<file path="config.mk">
export PLATFORM = sky130hd
export DESIGN_NAME = pending_request_table
export DESIGN_NICKNAME = d
export VERILOG_FILES = /design/src/hw/rtl/prt_pkg.sv /design/src/hw/rtl/prt_cell.sv /design/src/hw/rtl/pending_request_table.sv
export SDC_FILE = /design/constraint.sdc
export NUM_CORES = 2
export LEC_CHECK = 0
export BUFFER_PORTS_ARGS = -buffer_cell sky130_fd_sc_hd__buf_4
export CAP_MARGIN = 20
export CELL_PAD_IN_SITES_DETAIL_PLACEMENT = 0
export CELL_PAD_IN_SITES_GLOBAL_PLACEMENT = 1
export CORE_MARGIN = 1.5
export CORE_UTILIZATION = 40
export CTS_CLUSTER_SIZE = 28
export DETAILED_ROUTE_END_ITERATION = 10
export GPL_TIMING_DRIVEN = 0
export PLACE_DENSITY = 0.68
export RECOVER_POWER = 25
export SLEW_MARGIN = 20
export SYNTH_ARGS = -nofsm -noshare
export SYNTH_HDL_FRONTEND = slang
export SYNTH_SLANG_ARGS = --single-unit
</file>
<file path="constraint.sdc">
create_clock -name i_clk -period 72.4 [get_ports i_clk]
set_input_delay 7.24 -clock i_clk [delete_from_list [all_inputs] [get_ports i_clk]]
set_output_delay 7.24 -clock i_clk [all_outputs]
set_load 0.1 [all_outputs]
</file>
<file path="src/hw/rtl/prt_pkg.sv">
package prt_pkg;

    localparam int DEF_TABLE_DEPTH  = 16;
    localparam int DEF_REASON_COUNT = 4;
    localparam int TIMEOUT_REASON   = 3;

    typedef enum logic [2:0] {
        OP_INSERT   = 3'd0,
        OP_FIND_ID  = 3'd1,
        OP_FIND_IDN = 3'd2,
        OP_DROP     = 3'd3,
        OP_SWEEP    = 3'd4,
        OP_STATUS   = 3'd5,
        OP_ALLOC    = 3'd6,
        OP_NONE     = 3'd7
    } t_opcode;

    typedef enum logic [1:0] {
        ST_IDLE,
        ST_SCAN,
        ST_FINAL
    } t_state;

    typedef struct packed {
        logic        valid;
        logic [63:0] ident;
        logic [31:0] site_key;
        logic [15:0] requester;
        logic [63:0] payload_word;
        logic [15:0] payload_layout;
        logic [63:0] born_tick;
    } t_entry;

endpackage

</file>
<file path="src/hw/rtl/prt_cell.sv">
module prt_cell (
    input  logic            i_clk,
    input  logic            i_rst_n,
    input  logic            i_shift,
    input  prt_pkg::t_entry i_entry,
    output prt_pkg::t_entry o_entry
);
    import prt_pkg::*;

    t_entry r_entry;

    // valid bit resets; entry data is don't-care until written
    always_ff @(posedge i_clk) begin
        if (!i_rst_n) begin
            r_entry.valid <= 1'b0;
        end else if (i_shift) begin
            r_entry <= i_entry;
        end
    end

    assign o_entry = r_entry;

endmodule

</file>
<file path="src/hw/rtl/pending_request_table.sv">
// Table ops (insert, finds, drop, sweep) go from accept through a scan of every slot
// to a final result; status and allocate go straight to the final result.
// Throughput: one item in flight; the slot ring rotates one slot per cycle past the
// head cell, stalling only while a dropped-entry event waits on the output register.
// Reset (synchronous, active low) clears slot valid bits, high-water mark, counters,
// timeout and sets the id allocator to one.
module pending_request_table #(
    parameter int TABLE_DEPTH  = prt_pkg::DEF_TABLE_DEPTH,
    parameter int REASON_COUNT = prt_pkg::DEF_REASON_COUNT
) (
    input  logic        i_clk,
    input  logic        i_rst_n,
    input  logic        i_cfg_we,
    input  logic [31:0] i_cfg_wdata,
    input  logic        i_in_valid,
    output logic        o_in_ready,
    input  logic [2:0]  i_opcode,
    input  logic [63:0] i_pending_id,
    input  logic [31:0] i_site_key,
    input  logic [15:0] i_requester,
    input  logic [63:0] i_payload_word,
    input  logic [15:0] i_payload_layout,
    input  logic [63:0] i_tick,
    input  logic [1:0]  i_reason,
    output logic        o_out_valid,
    input  logic        i_out_ready,
    output logic        o_kind,
    output logic        o_ok,
    output logic [63:0] o_value,
    output logic [4:0]  o_active_count,
    output logic [4:0]  o_free_count,
    output logic [15:0] o_event_requester,
    output logic [63:0] o_event_pending_id,
    output logic [31:0] o_event_site_key,
    output logic [1:0]  o_event_reason,
    output logic        o_last
);
    import prt_pkg::*;

    localparam int PW = (TABLE_DEPTH > 1) ? $clog2(TABLE_DEPTH) : 1;
    localparam int CW = $clog2(TABLE_DEPTH + 1);
    localparam int RW = (REASON_COUNT > 1) ? $clog2(REASON_COUNT) : 1;
    localparam logic [PW-1:0] LAST_POS = PW'(TABLE_DEPTH - 1);
    localparam logic TO_COUNTED = (TIMEOUT_REASON < REASON_COUNT);
    localparam logic [3:0] TO_REASON4 = 4'(TIMEOUT_REASON);

    t_state  r_state, n_state;
    t_entry  w_cell_in  [TABLE_DEPTH];
    t_entry  w_cell_out [TABLE_DEPTH];
    t_entry  w_head_next;
    t_entry  w_head;

    logic [31:0]   r_timeout;
    t_opcode       r_op;
    logic [63:0]   r_pid;
    logic [31:0]   r_key;
    logic [15:0]   r_req;
    logic [63:0]   r_pword;
    logic [15:0]   r_playout;
    logic [63:0]   r_tick;
    logic [RW-1:0] r_ridx;
    logic          r_ok;
    logic [63:0]   r_value;
    logic [PW-1:0] r_pos;
    logic [CW-1:0] r_active;
    logic [CW-1:0] r_hw;
    logic [63:0]   r_next_id;
    logic [31:0]   r_totals [REASON_COUNT];

    logic          r_ov, r_kind, r_rok, r_last;
    logic [63:0]   r_rvalue, r_epid;
    logic [CW-1:0] r_ract, r_rfree;
    logic [15:0]   r_ereq;
    logic [31:0]   r_ekey;
    logic [1:0]    r_ersn;

    logic          w_accept, w_out_free, w_shift, w_drop, w_emit, w_ins_hit, w_find_hit;
    logic          w_load_event, w_load_final;
    logic          w_status_ok, w_alloc_ok;
    logic [3:0]    w_reason4;
    logic [RW-1:0] w_to_idx;
    logic [CW-1:0] w_act_dec;
    logic [63:0]   w_age;
    logic [63:0]   w_id_inc;
    logic [6:0]    w_act7, w_free7;

    assign w_head      = w_cell_out[0];
    assign w_accept    = i_in_valid && o_in_ready;
    assign w_out_free  = !r_ov || i_out_ready;
    assign w_reason4   = {2'b00, i_reason};
    assign w_to_idx    = TO_REASON4[RW-1:0];
    assign w_age       = r_tick - w_head.born_tick;
    assign w_act_dec   = r_active - CW'(1);
    assign w_id_inc    = r_next_id + 64'd1;
    assign w_status_ok = (w_reason4 < 4'(REASON_COUNT));
    assign w_alloc_ok  = (r_next_id != 64'd0) && (w_id_inc != 64'd0);

    // the row of cells forms a ring; the head cell is examined and refilled at the tail
    for (genvar g = 0; g < TABLE_DEPTH; g++) begin : g_cell
        if (g == TABLE_DEPTH - 1) begin : g_tail
            assign w_cell_in[g] = w_head_next;
        end else begin : g_mid
            assign w_cell_in[g] = w_cell_out[g+1];
        end
        prt_cell u_cell (
            .i_clk   (i_clk),
            .i_rst_n (i_rst_n),
            .i_shift (w_shift),
            .i_entry (w_cell_in[g]),
            .o_entry (w_cell_out[g])
        );
    end

    always_comb begin
        w_drop = 1'b0;
        if (w_head.valid && r_ok) begin
            if (r_op == OP_DROP) begin
                w_drop = (w_head.requester == r_req);
            end else if (r_op == OP_SWEEP) begin
                w_drop = (r_tick >= w_head.born_tick) && (w_age >= {32'd0, r_timeout});
            end
        end
    end

    assign w_emit     = w_drop && ((r_op == OP_DROP) || TO_COUNTED);
    assign w_ins_hit  = (r_op == OP_INSERT) && !r_ok && !w_head.valid;
    assign w_find_hit = ((r_op == OP_FIND_ID) || (r_op == OP_FIND_IDN)) && !r_ok
                        && w_head.valid && (w_head.ident == r_pid)
                        && ((r_op == OP_FIND_ID) || (w_head.site_key == r_key));

    always_comb begin
        w_head_next = w_head;
        if (w_drop) begin
            w_head_next.valid = 1'b0;
        end
        if (w_emit) begin
            w_head_next.payload_word   = '0;
            w_head_next.payload_layout = '0;
        end
        if (w_ins_hit) begin
            w_head_next.valid          = 1'b1;
            w_head_next.ident          = r_pid;
            w_head_next.site_key       = r_key;
            w_head_next.requester      = r_req;
            w_head_next.payload_word   = r_pword;
            w_head_next.payload_layout = r_playout;
            w_head_next.born_tick      = r_tick;
        end
    end

    always_comb begin
        n_state      = r_state;
        w_shift      = 1'b0;
        w_load_event = 1'b0;
        w_load_final = 1'b0;
        unique case (r_state)
            ST_IDLE: begin
                if (w_accept) begin
                    if (i_opcode <= 3'(OP_SWEEP)) begin
                        n_state = ST_SCAN;
                    end else begin
                        n_state = ST_FINAL;
                    end
                end
            end
            ST_SCAN: begin
                if (!w_emit || w_out_free) begin
                    w_shift      = 1'b1;
                    w_load_event = w_emit;
                    if (r_pos == LAST_POS) begin
                        n_state = ST_FINAL;
                    end
                end
            end
            ST_FINAL: begin
                if (w_out_free) begin
                    w_load_final = 1'b1;
                    n_state      = ST_IDLE;
                end
            end
            default: n_state = ST_IDLE;
        endcase
    end

    always_ff @(posedge i_clk) begin
        if (!i_rst_n) begin
            r_state <= ST_IDLE;
        end else begin
            r_state <= n_state;
        end
    end

    assign o_in_ready = (r_state == ST_IDLE);

    // control and counters; accept happens only in idle, shifts only while scanning
    always_ff @(posedge i_clk) begin
        if (!i_rst_n) begin
            r_timeout <= '0;
            r_pos     <= '0;
            r_active  <= '0;
            r_hw      <= '0;
            r_next_id <= 64'd1;
            r_ok      <= 1'b0;
            r_value   <= '0;
            r_op      <= OP_NONE;
            for (int k = 0; k < REASON_COUNT; k++) begin
                r_totals[k] <= '0;
            end
        end else begin
            if (i_cfg_we) begin
                r_timeout <= i_cfg_wdata;
            end
            if (w_accept) begin
                r_op  <= t_opcode'(i_opcode);
                r_pos <= '0;
                unique case (t_opcode'(i_opcode))
                    OP_DROP: begin
                        r_ok    <= w_status_ok;
                        r_value <= '0;
                    end
                    OP_SWEEP: begin
                        r_ok    <= (r_timeout != 32'd0);
                        r_value <= '0;
                    end
                    OP_STATUS: begin
                        r_ok    <= w_status_ok;
                        r_value <= w_status_ok ? {32'd0, r_totals[w_reason4[RW-1:0]]} : '0;
                    end
                    OP_ALLOC: begin
                        if (r_next_id != 64'd0) begin
                            r_next_id <= w_id_inc;
                        end
                        r_ok    <= w_alloc_ok;
                        r_value <= w_alloc_ok ? r_next_id : '0;
                    end
                    OP_INSERT, OP_FIND_ID, OP_FIND_IDN, OP_NONE: begin
                        r_ok    <= 1'b0;
                        r_value <= '0;
                    end
                    default: ;
                endcase
            end
            if (w_shift) begin
                r_pos <= r_pos + PW'(1);
                if (w_ins_hit) begin
                    r_ok     <= 1'b1;
                    r_value  <= 64'(r_pos);
                    r_active <= r_active + CW'(1);
                    if ({1'b0, r_pos} + (PW+1)'(1) > (PW+1)'(r_hw)) begin
                        r_hw <= CW'({1'b0, r_pos} + (PW+1)'(1));
                    end
                end
                if (w_find_hit) begin
                    r_ok    <= 1'b1;
                    r_value <= 64'(r_pos);
                end
                if (w_drop) begin
                    r_active <= w_act_dec;
                    r_value  <= r_value + 64'd1;
                end
                if (w_emit) begin
                    if (r_op == OP_DROP) begin
                        r_totals[r_ridx] <= r_totals[r_ridx] + 32'd1;
                    end else begin
                        r_totals[w_to_idx] <= r_totals[w_to_idx] + 32'd1;
                    end
                end
            end
        end
    end

    always_ff @(posedge i_clk) begin
        if (w_accept) begin
            r_pid     <= i_pending_id;
            r_key     <= i_site_key;
            r_req     <= i_requester;
            r_pword   <= i_payload_word;
            r_playout <= i_payload_layout;
            r_tick    <= i_tick;
            r_ridx    <= w_reason4[RW-1:0];
        end
    end

    // output register
    always_ff @(posedge i_clk) begin
        if (!i_rst_n) begin
            r_ov <= 1'b0;
        end else if (w_load_event || w_load_final) begin
            r_ov <= 1'b1;
        end else if (i_out_ready) begin
            r_ov <= 1'b0;
        end
    end

    always_ff @(posedge i_clk) begin
        if (w_load_event) begin
            r_kind   <= 1'b1;
            r_rok    <= 1'b1;
            r_rvalue <= 64'(r_pos);
            r_ract   <= w_act_dec;
            r_rfree  <= r_hw - w_act_dec;
            r_ereq   <= w_head.requester;
            r_epid   <= w_head.ident;
            r_ekey   <= w_head.site_key;
            r_ersn   <= (r_op == OP_DROP) ? 2'(r_ridx) : 2'(TIMEOUT_REASON);
            r_last   <= 1'b0;
        end else if (w_load_final) begin
            r_kind   <= 1'b0;
            r_rok    <= r_ok;
            r_rvalue <= r_value;
            r_ract   <= r_active;
            r_rfree  <= r_hw - r_active;
            r_ereq   <= '0;
            r_epid   <= '0;
            r_ekey   <= '0;
            r_ersn   <= '0;
            r_last   <= 1'b1;
        end
    end

    assign w_act7  = 7'(r_ract);
    assign w_free7 = 7'(r_rfree);

    assign o_out_valid        = r_ov;
    assign o_kind             = r_kind;
    assign o_ok               = r_rok;
    assign o_value            = r_rvalue;
    assign o_active_count     = w_act7[4:0];
    assign o_free_count       = w_free7[4:0];
    assign o_event_requester  = r_ereq;
    assign o_event_pending_id = r_epid;
    assign o_event_site_key   = r_ekey;
    assign o_event_reason     = r_ersn;
    assign o_last             = r_last;

endmodule

</file>
==> Word level (Yosys, flattened, before mapping) <==
Memories as Yosys holds them, arrays and structs flattened. A register that Yosys moved wholly into a read port is not among the register bits.
Cells that the tools add are included.
{ "totals": {"register_bits": 4742, "ramBits": 128, "out_inout_bits": 193, "n_memories": 1} }
{ "memory_table": {"columns": ["memory", "depth", "width", "rd", "rd_clocked_by_memory_dff", "write_ports", "line", "source"], "rows": [
  ["r_totals", 4, 32, 3, 1, 4, "pending_request_table.sv:68", "logic [31:0] r_totals [REASON_COUNT];"]
]} }
{ "classes": {"n_addsub": 11, "order_cmp": 5, "eq_ne": 21, "mux": 68, "bitwise_logic": 1, "n_reduce_logical": 38} }
{ "op_table": {"columns": ["op", "count"], "rows": [
  ["two-way mux 64 bit", 8],
  ["two-way mux 257 bit", 1],
  ["one-hot mux 64 bit (3 select lines)", 1],
  ["two-way mux 32 bit", 5],
  ["adder 64 x 1 -> 64 bit, second input constant", 2],
  ["nonzero test 64 bit", 2],
  ["two-way mux 80 bit", 1],
  ["adder 32 x 1 -> 32 bit, second input constant", 2],
  ["== test 64 bit", 1],
  ["greater-or-equal comparator 64 x 32 -> 1 bit", 1],
  ["greater-or-equal comparator 64 bit", 1],
  ["subtractor 64 bit", 1],
  ["== test 32 bit", 1],
  ["two-way mux 16 bit", 2],
  ["nonzero test 32 bit", 1],
  ["OR reduction 32 bit", 1],
  ["two-way mux 5 bit", 6],
  ["two-way mux 1 bit", 28],
  ["two-way mux 2 bit", 10],
  ["== test 16 bit", 1],
  ["two-way mux 4 bit", 4],
  ["== test 3 bit, second input constant", 5],
  ["== test 3 x 2 -> 1 bit, second input constant", 4],
  ["logical AND 1 bit", 10],
  ["other kinds (28)", 45]
]} }

==> Depth between registers and ports, before layout <==
{ "logic_depth": {"word_depth": 15, "mapped_depth": 31, "depth_no_buf": 28} }

==> Modules after synthesis <==
Synthesis repeated with hierarchy kept, for this count alone.
{ "unflattened": {"cells_unflattened": 8686, "area_unflattened_um2": 166653.6} }
{ "modules_own_cells": {"columns": ["module", "n_inst", "cells_per_inst", "area_each_um2", "seq_area_each_um2"], "rows": [
  ["prt_cell", 16, 260, 7731.2, 7707.4],
  ["pending_request_table", 1, 4526, 42954.9, 20359.5]
]} }

==> Worst setup path after synthesis <==
No wires, ideal clock.
{ "synth_path": {"path_kind": "input -> register", "from": "input port i_out_ready", "to": "register g_cell[0].u_cell.r_entry (netlist bit g_cell[0].u_cell.o_entry[0]), enable pin", "setup_ns": 3.602, "arrival_ns": 71.466, "path_slack_ns": -2.668, "stages": 6, "n_path_buf": 2, "path_cell_list": "nor2b_1 -> a41o_1 -> o31ai_4 -> buf_6 -> buf_2 -> and2_1"} }
{ "synth_via": {"elab_chain_cells": 5} }
{ "synth_rtl": {"columns": ["item", "line", "source"], "rows": [
  ["start, declared", "pending_request_table.sv:26", "input logic i_out_ready,"],
  ["logical OR 1 bit", "pending_request_table.sv:89", "assign w_out_free = !r_ov || i_out_ready;"],
  ["logical OR 1 bit", "pending_request_table.sv:167", "if (!w_emit || w_out_free) begin"],
  ["two-way mux 1 bit", "pending_request_table.sv:167", null],
  ["two-way mux 1 bit", "pending_request_table.sv:156", "unique case (r_state)"],
  ["AND reduction 2 bit (no source line)", null, null],
  ["end signal, assigned", "prt_cell.sv:17", "r_entry <= i_entry;"],
  ["end, declared", "prt_cell.sv:10", "t_entry r_entry;"]
]} }
No other way between the ends.
A chain may end at the register's enable or synchronous reset.

==> Final worst setup path <==
{ "layout_path": {"from": "input port i_out_ready", "to": "register g_cell[2].u_cell.r_entry (netlist bit g_cell[2].u_cell.o_entry[251]), enable pin"} }
{ "layout_via": {"elab_chain_cells": 5} }
{ "layout_rtl": {"columns": ["item", "line"], "rows": [
  ["logical OR 1 bit", "pending_request_table.sv:89"],
  ["logical OR 1 bit", "pending_request_table.sv:167"],
  ["two-way mux 1 bit", "pending_request_table.sv:167"],
  ["two-way mux 1 bit", "pending_request_table.sv:156"],
  ["AND reduction 2 bit (no source line)", null],
  ["end signal, assigned", "prt_cell.sv:17"],
  ["end, declared", "prt_cell.sv:10"]
]} }
No other way between the ends.

==> results.py <==
metrics = {
    "pwr": {
        "power.density_mw_per_mm2": 29.5,
        "vdd_drop_max_v": 0.0000198,
        "power_mw": 4.31,
        "p_leak_nw": 48.5,
    },
    "floorplan": {
        "die_h_um": 561,
        "start_util_pct": 40.3,
        "die-area_mm2": 0.315,
        "die_w_um": 561,
        "row_count": 204,
        "core_mm2": 0.309,
        "io_pins": 491,
    },
    "setup_path": {
        "critical_path_peak_fanout": 60,
        "start_kind": "input port",
        "setup.worst_path.end_class": "flip-flop",
        "required_ns": 72.98,
        "cpMostUsedCell": "buf_16",
        "cp_cell_sequence": "buf_4, nor2b_1, a41o_1, o31ai_4, buf_6, buf_2, and2_4, buf_12, buf_16, buf_16, buf_16, buf_12, buf_12, buf_16, buf_16, buf_16, buf_12",
        "crit_type": "in -> reg",
        "reg2regPathDepth": 32,
        "cpMaxStageDelayCell": "and2_4",
        "crit_path_max_incr_delay_ns": 0.63,
        "arrival_ns": 12.26,
    },
    "timing": {
        "hold_violations": 0,
        "whs_ns": 0.387,
        "grt_setup_unrepaired": "no",
        "timing.final.crit_share_pct": 16.1,
        "fin_tns_setup_ns": 0,
        "tightest_slew_ns": 1.06,
        "fmax_mhz": 85.6,
        "setup_viol": 0,
        "slew_violations": 0,
        "slew_headroom_pct": 28.6,
        "finalClockSkew_ns": 0.0716,
        "fin_crit_ns": 11.68,
    },
    "yosys": {
        "ys_dominant_reg_cell": "edfxtp_1",
        "yosysSeqAreaShare_pct": 82.5,
        "yosysTopAreaCell": "edfxtp_1",
        "synth-seq-cells": 3512,
        "netlist_instances": 7152,
        "synthesis.nets": 7565,
        "ys_types": 91,
        "ys_async_sr_fraction_pct": 0,
        "yosysWarningCount": 0,
        "synth_area_leaders": "edfxtp_1, dfxtp_1, nand2_1",
        "synth-edff-count": 3250,
        "synth_top_area_share_pct": 78.3,
        "avgSynthCellArea_um2": 17.4,
        "synth_area_mm2": 0.125,
    },
    "clock_network": {
        "clk_pin_slew_ns": 0.06,
        "cts_tree": "yes",
        "cts-root-buf": "clkbuf_16",
        "postCtsSetupBuffers": 0,
        "cts_resized": 0,
        "cts_hold_buf": 0,
        "cts_htree_levels": 5,
        "clock_latency_ns": 0.92,
        "cts.sinks": 3512,
        "cts_max_path_buffers": 4,
        "cts_buffers": 357,
    },
    "global_route": {
        "grt_pass1_vias": 62300,
        "grt_util_all_layers_pct": 17.8,
        "grt_overflow": 0,
        "antenna_found_initial": 20,
        "grt_pass1_wl_mm": 416,
        "grt_max_degree": 65,
    },
    "drt": {
        "wl_per_cell_um": 22.8,
        "dr_total_vias": 63100,
        "drtAntennaViolNets": 0,
        "via_per_inst": 5.08,
        "wirelength_mm": 283,
        "drc": 0,
        "dr.first_iter.drc_count": 6070,
        "drtPass1Iterations": 9,
    },
    "layout": {
        "fillers": 26100,
        "final_common_cell": "edfxtp_1",
        "final_core_util_pct": 47.3,
        "area_growth_pct": 17.5,
        "mostFrequentLayoutCells": "edfxtp_1, nand2_1, nor2_1",
        "fin_nets": 8408,
        "drive_gt1_share_pct": 14.4,
    },
    "placement": {
        "portBuffers": 407,
        "routabilityCongestion": 0.890,
        "hpwlAfterDp_mm": 197,
    },
    "run_status": {
        "status": "completed",
    },
    "hold_path": {
        "holdPathStages": 0,
        "hp-class": "reg -> reg",
    },
    "job": {
        "maxCapViolCount": 0,
    },
}
==> metrics by stage <==
step | std cells | instance area, um2 | worst slack [ns]
floorplan | 7152 | 125000 | 29.53
global placement | 11700 | 133000 | 18.15
detailed placement | 11800 | 135000 | 59.73
CTS | 12400 | 146000 | 60.71
global route | 12400 | 146000 | 60.39
finish | 12400 | 146000 | 60.72
==> synth_stat cells (64+ instances only) <==
cell / number
ha_1: 113
nand3_1: 116
inv_1: 158
edfxtp_1: 3250
xnor2_1: 130
nand2_1: 745
clkbuf_1: 210
a21oi_1: 234
nand4_1: 117
and2_1: 115
xor2_1: 197
nor2_1: 432
nor3_1: 64
nor4_1: 69
o21ai_0: 176
mux4_2: 64
dfxtp_1: 262
==> cells by family after synthesis <==
group | after synthesis | share of synthesized area (%)
fa+ha+maj | 115 | 1.17
simple gates | 1851 | 6.88
mux | 132 | 1.71
compound gates | 791 | 4.07
xor+xnor | 327 | 2.30
buf+inv | 424 | 1.33
flops | 3512 | 82.5
==> critical path: cells and delay by family <==
kind / cells / cell delay [ns]
AND/OR/NAND/NOR: 2 / 0.73
buffers and inverters: 13 / 3.61
AO/OA/AOI/OAI: 2 / 0.36
==> worst paths after layout <==
check | slack [ns] | from | end
min | 0.39 | g_cell[9].u_cell.o_entry[33] | g_cell[8].u_cell.o_entry[33]
max | 60.72 | i_out_ready | g_cell[2].u_cell.o_entry[251]
max reg2reg | 61.12 | g_cell[0].u_cell.o_entry[0] | g_cell[2].u_cell.o_entry[251]
min reg2reg | 0.39 | g_cell[9].u_cell.o_entry[33] | g_cell[8].u_cell.o_entry[33]
==> registers in the layout, indices dropped and copies added, names as in the netlist, 16 cells and up, named ones only <==
signal,count
g_cell.u_cell.o_entry,2832
o_event_pending_id,64
o_event_requester,16
o_event_site_key,32
o_value,64
r_key,32
r_next_id,64
r_pid,64
r_req,16
r_tick,64
r_timeout,32
r_totals,128
r_value,64
==> report_power, final <==
group	internal [mW]	switching [mW]
Sequential	2.28	0.0274
Clock	1.03	0.773
Combinational	0.0591	0.138
Total	3.38	0.938
==> metal layers <==
metal / vias up / wire [um] / GRT usage, %
li1: 28900 / - / -
met1: 31900 / 134000 / 27.1
met2: 1805 / 124000 / 26.0
met3: 432 / 15400 / 2.54
met4: 14 / 9020 / 6.04
met5: - / 102 / 0
==> area by class of cell <==
class	instances	area, um2	share of cell area, %
sequential	3512	103000	70.3
multi-input combinational	3216	20200	13.8
clock buffer	436	9370	6.40
tap	4120	5150	3.52
timing repair buffer	484	4880	3.34
clock inverter	215	2230	1.53
buffer	264	1080	0.736
inverter	160	606	0.414
antenna	9	22.5	0.0154
Power figures use the tool's default switching activity.
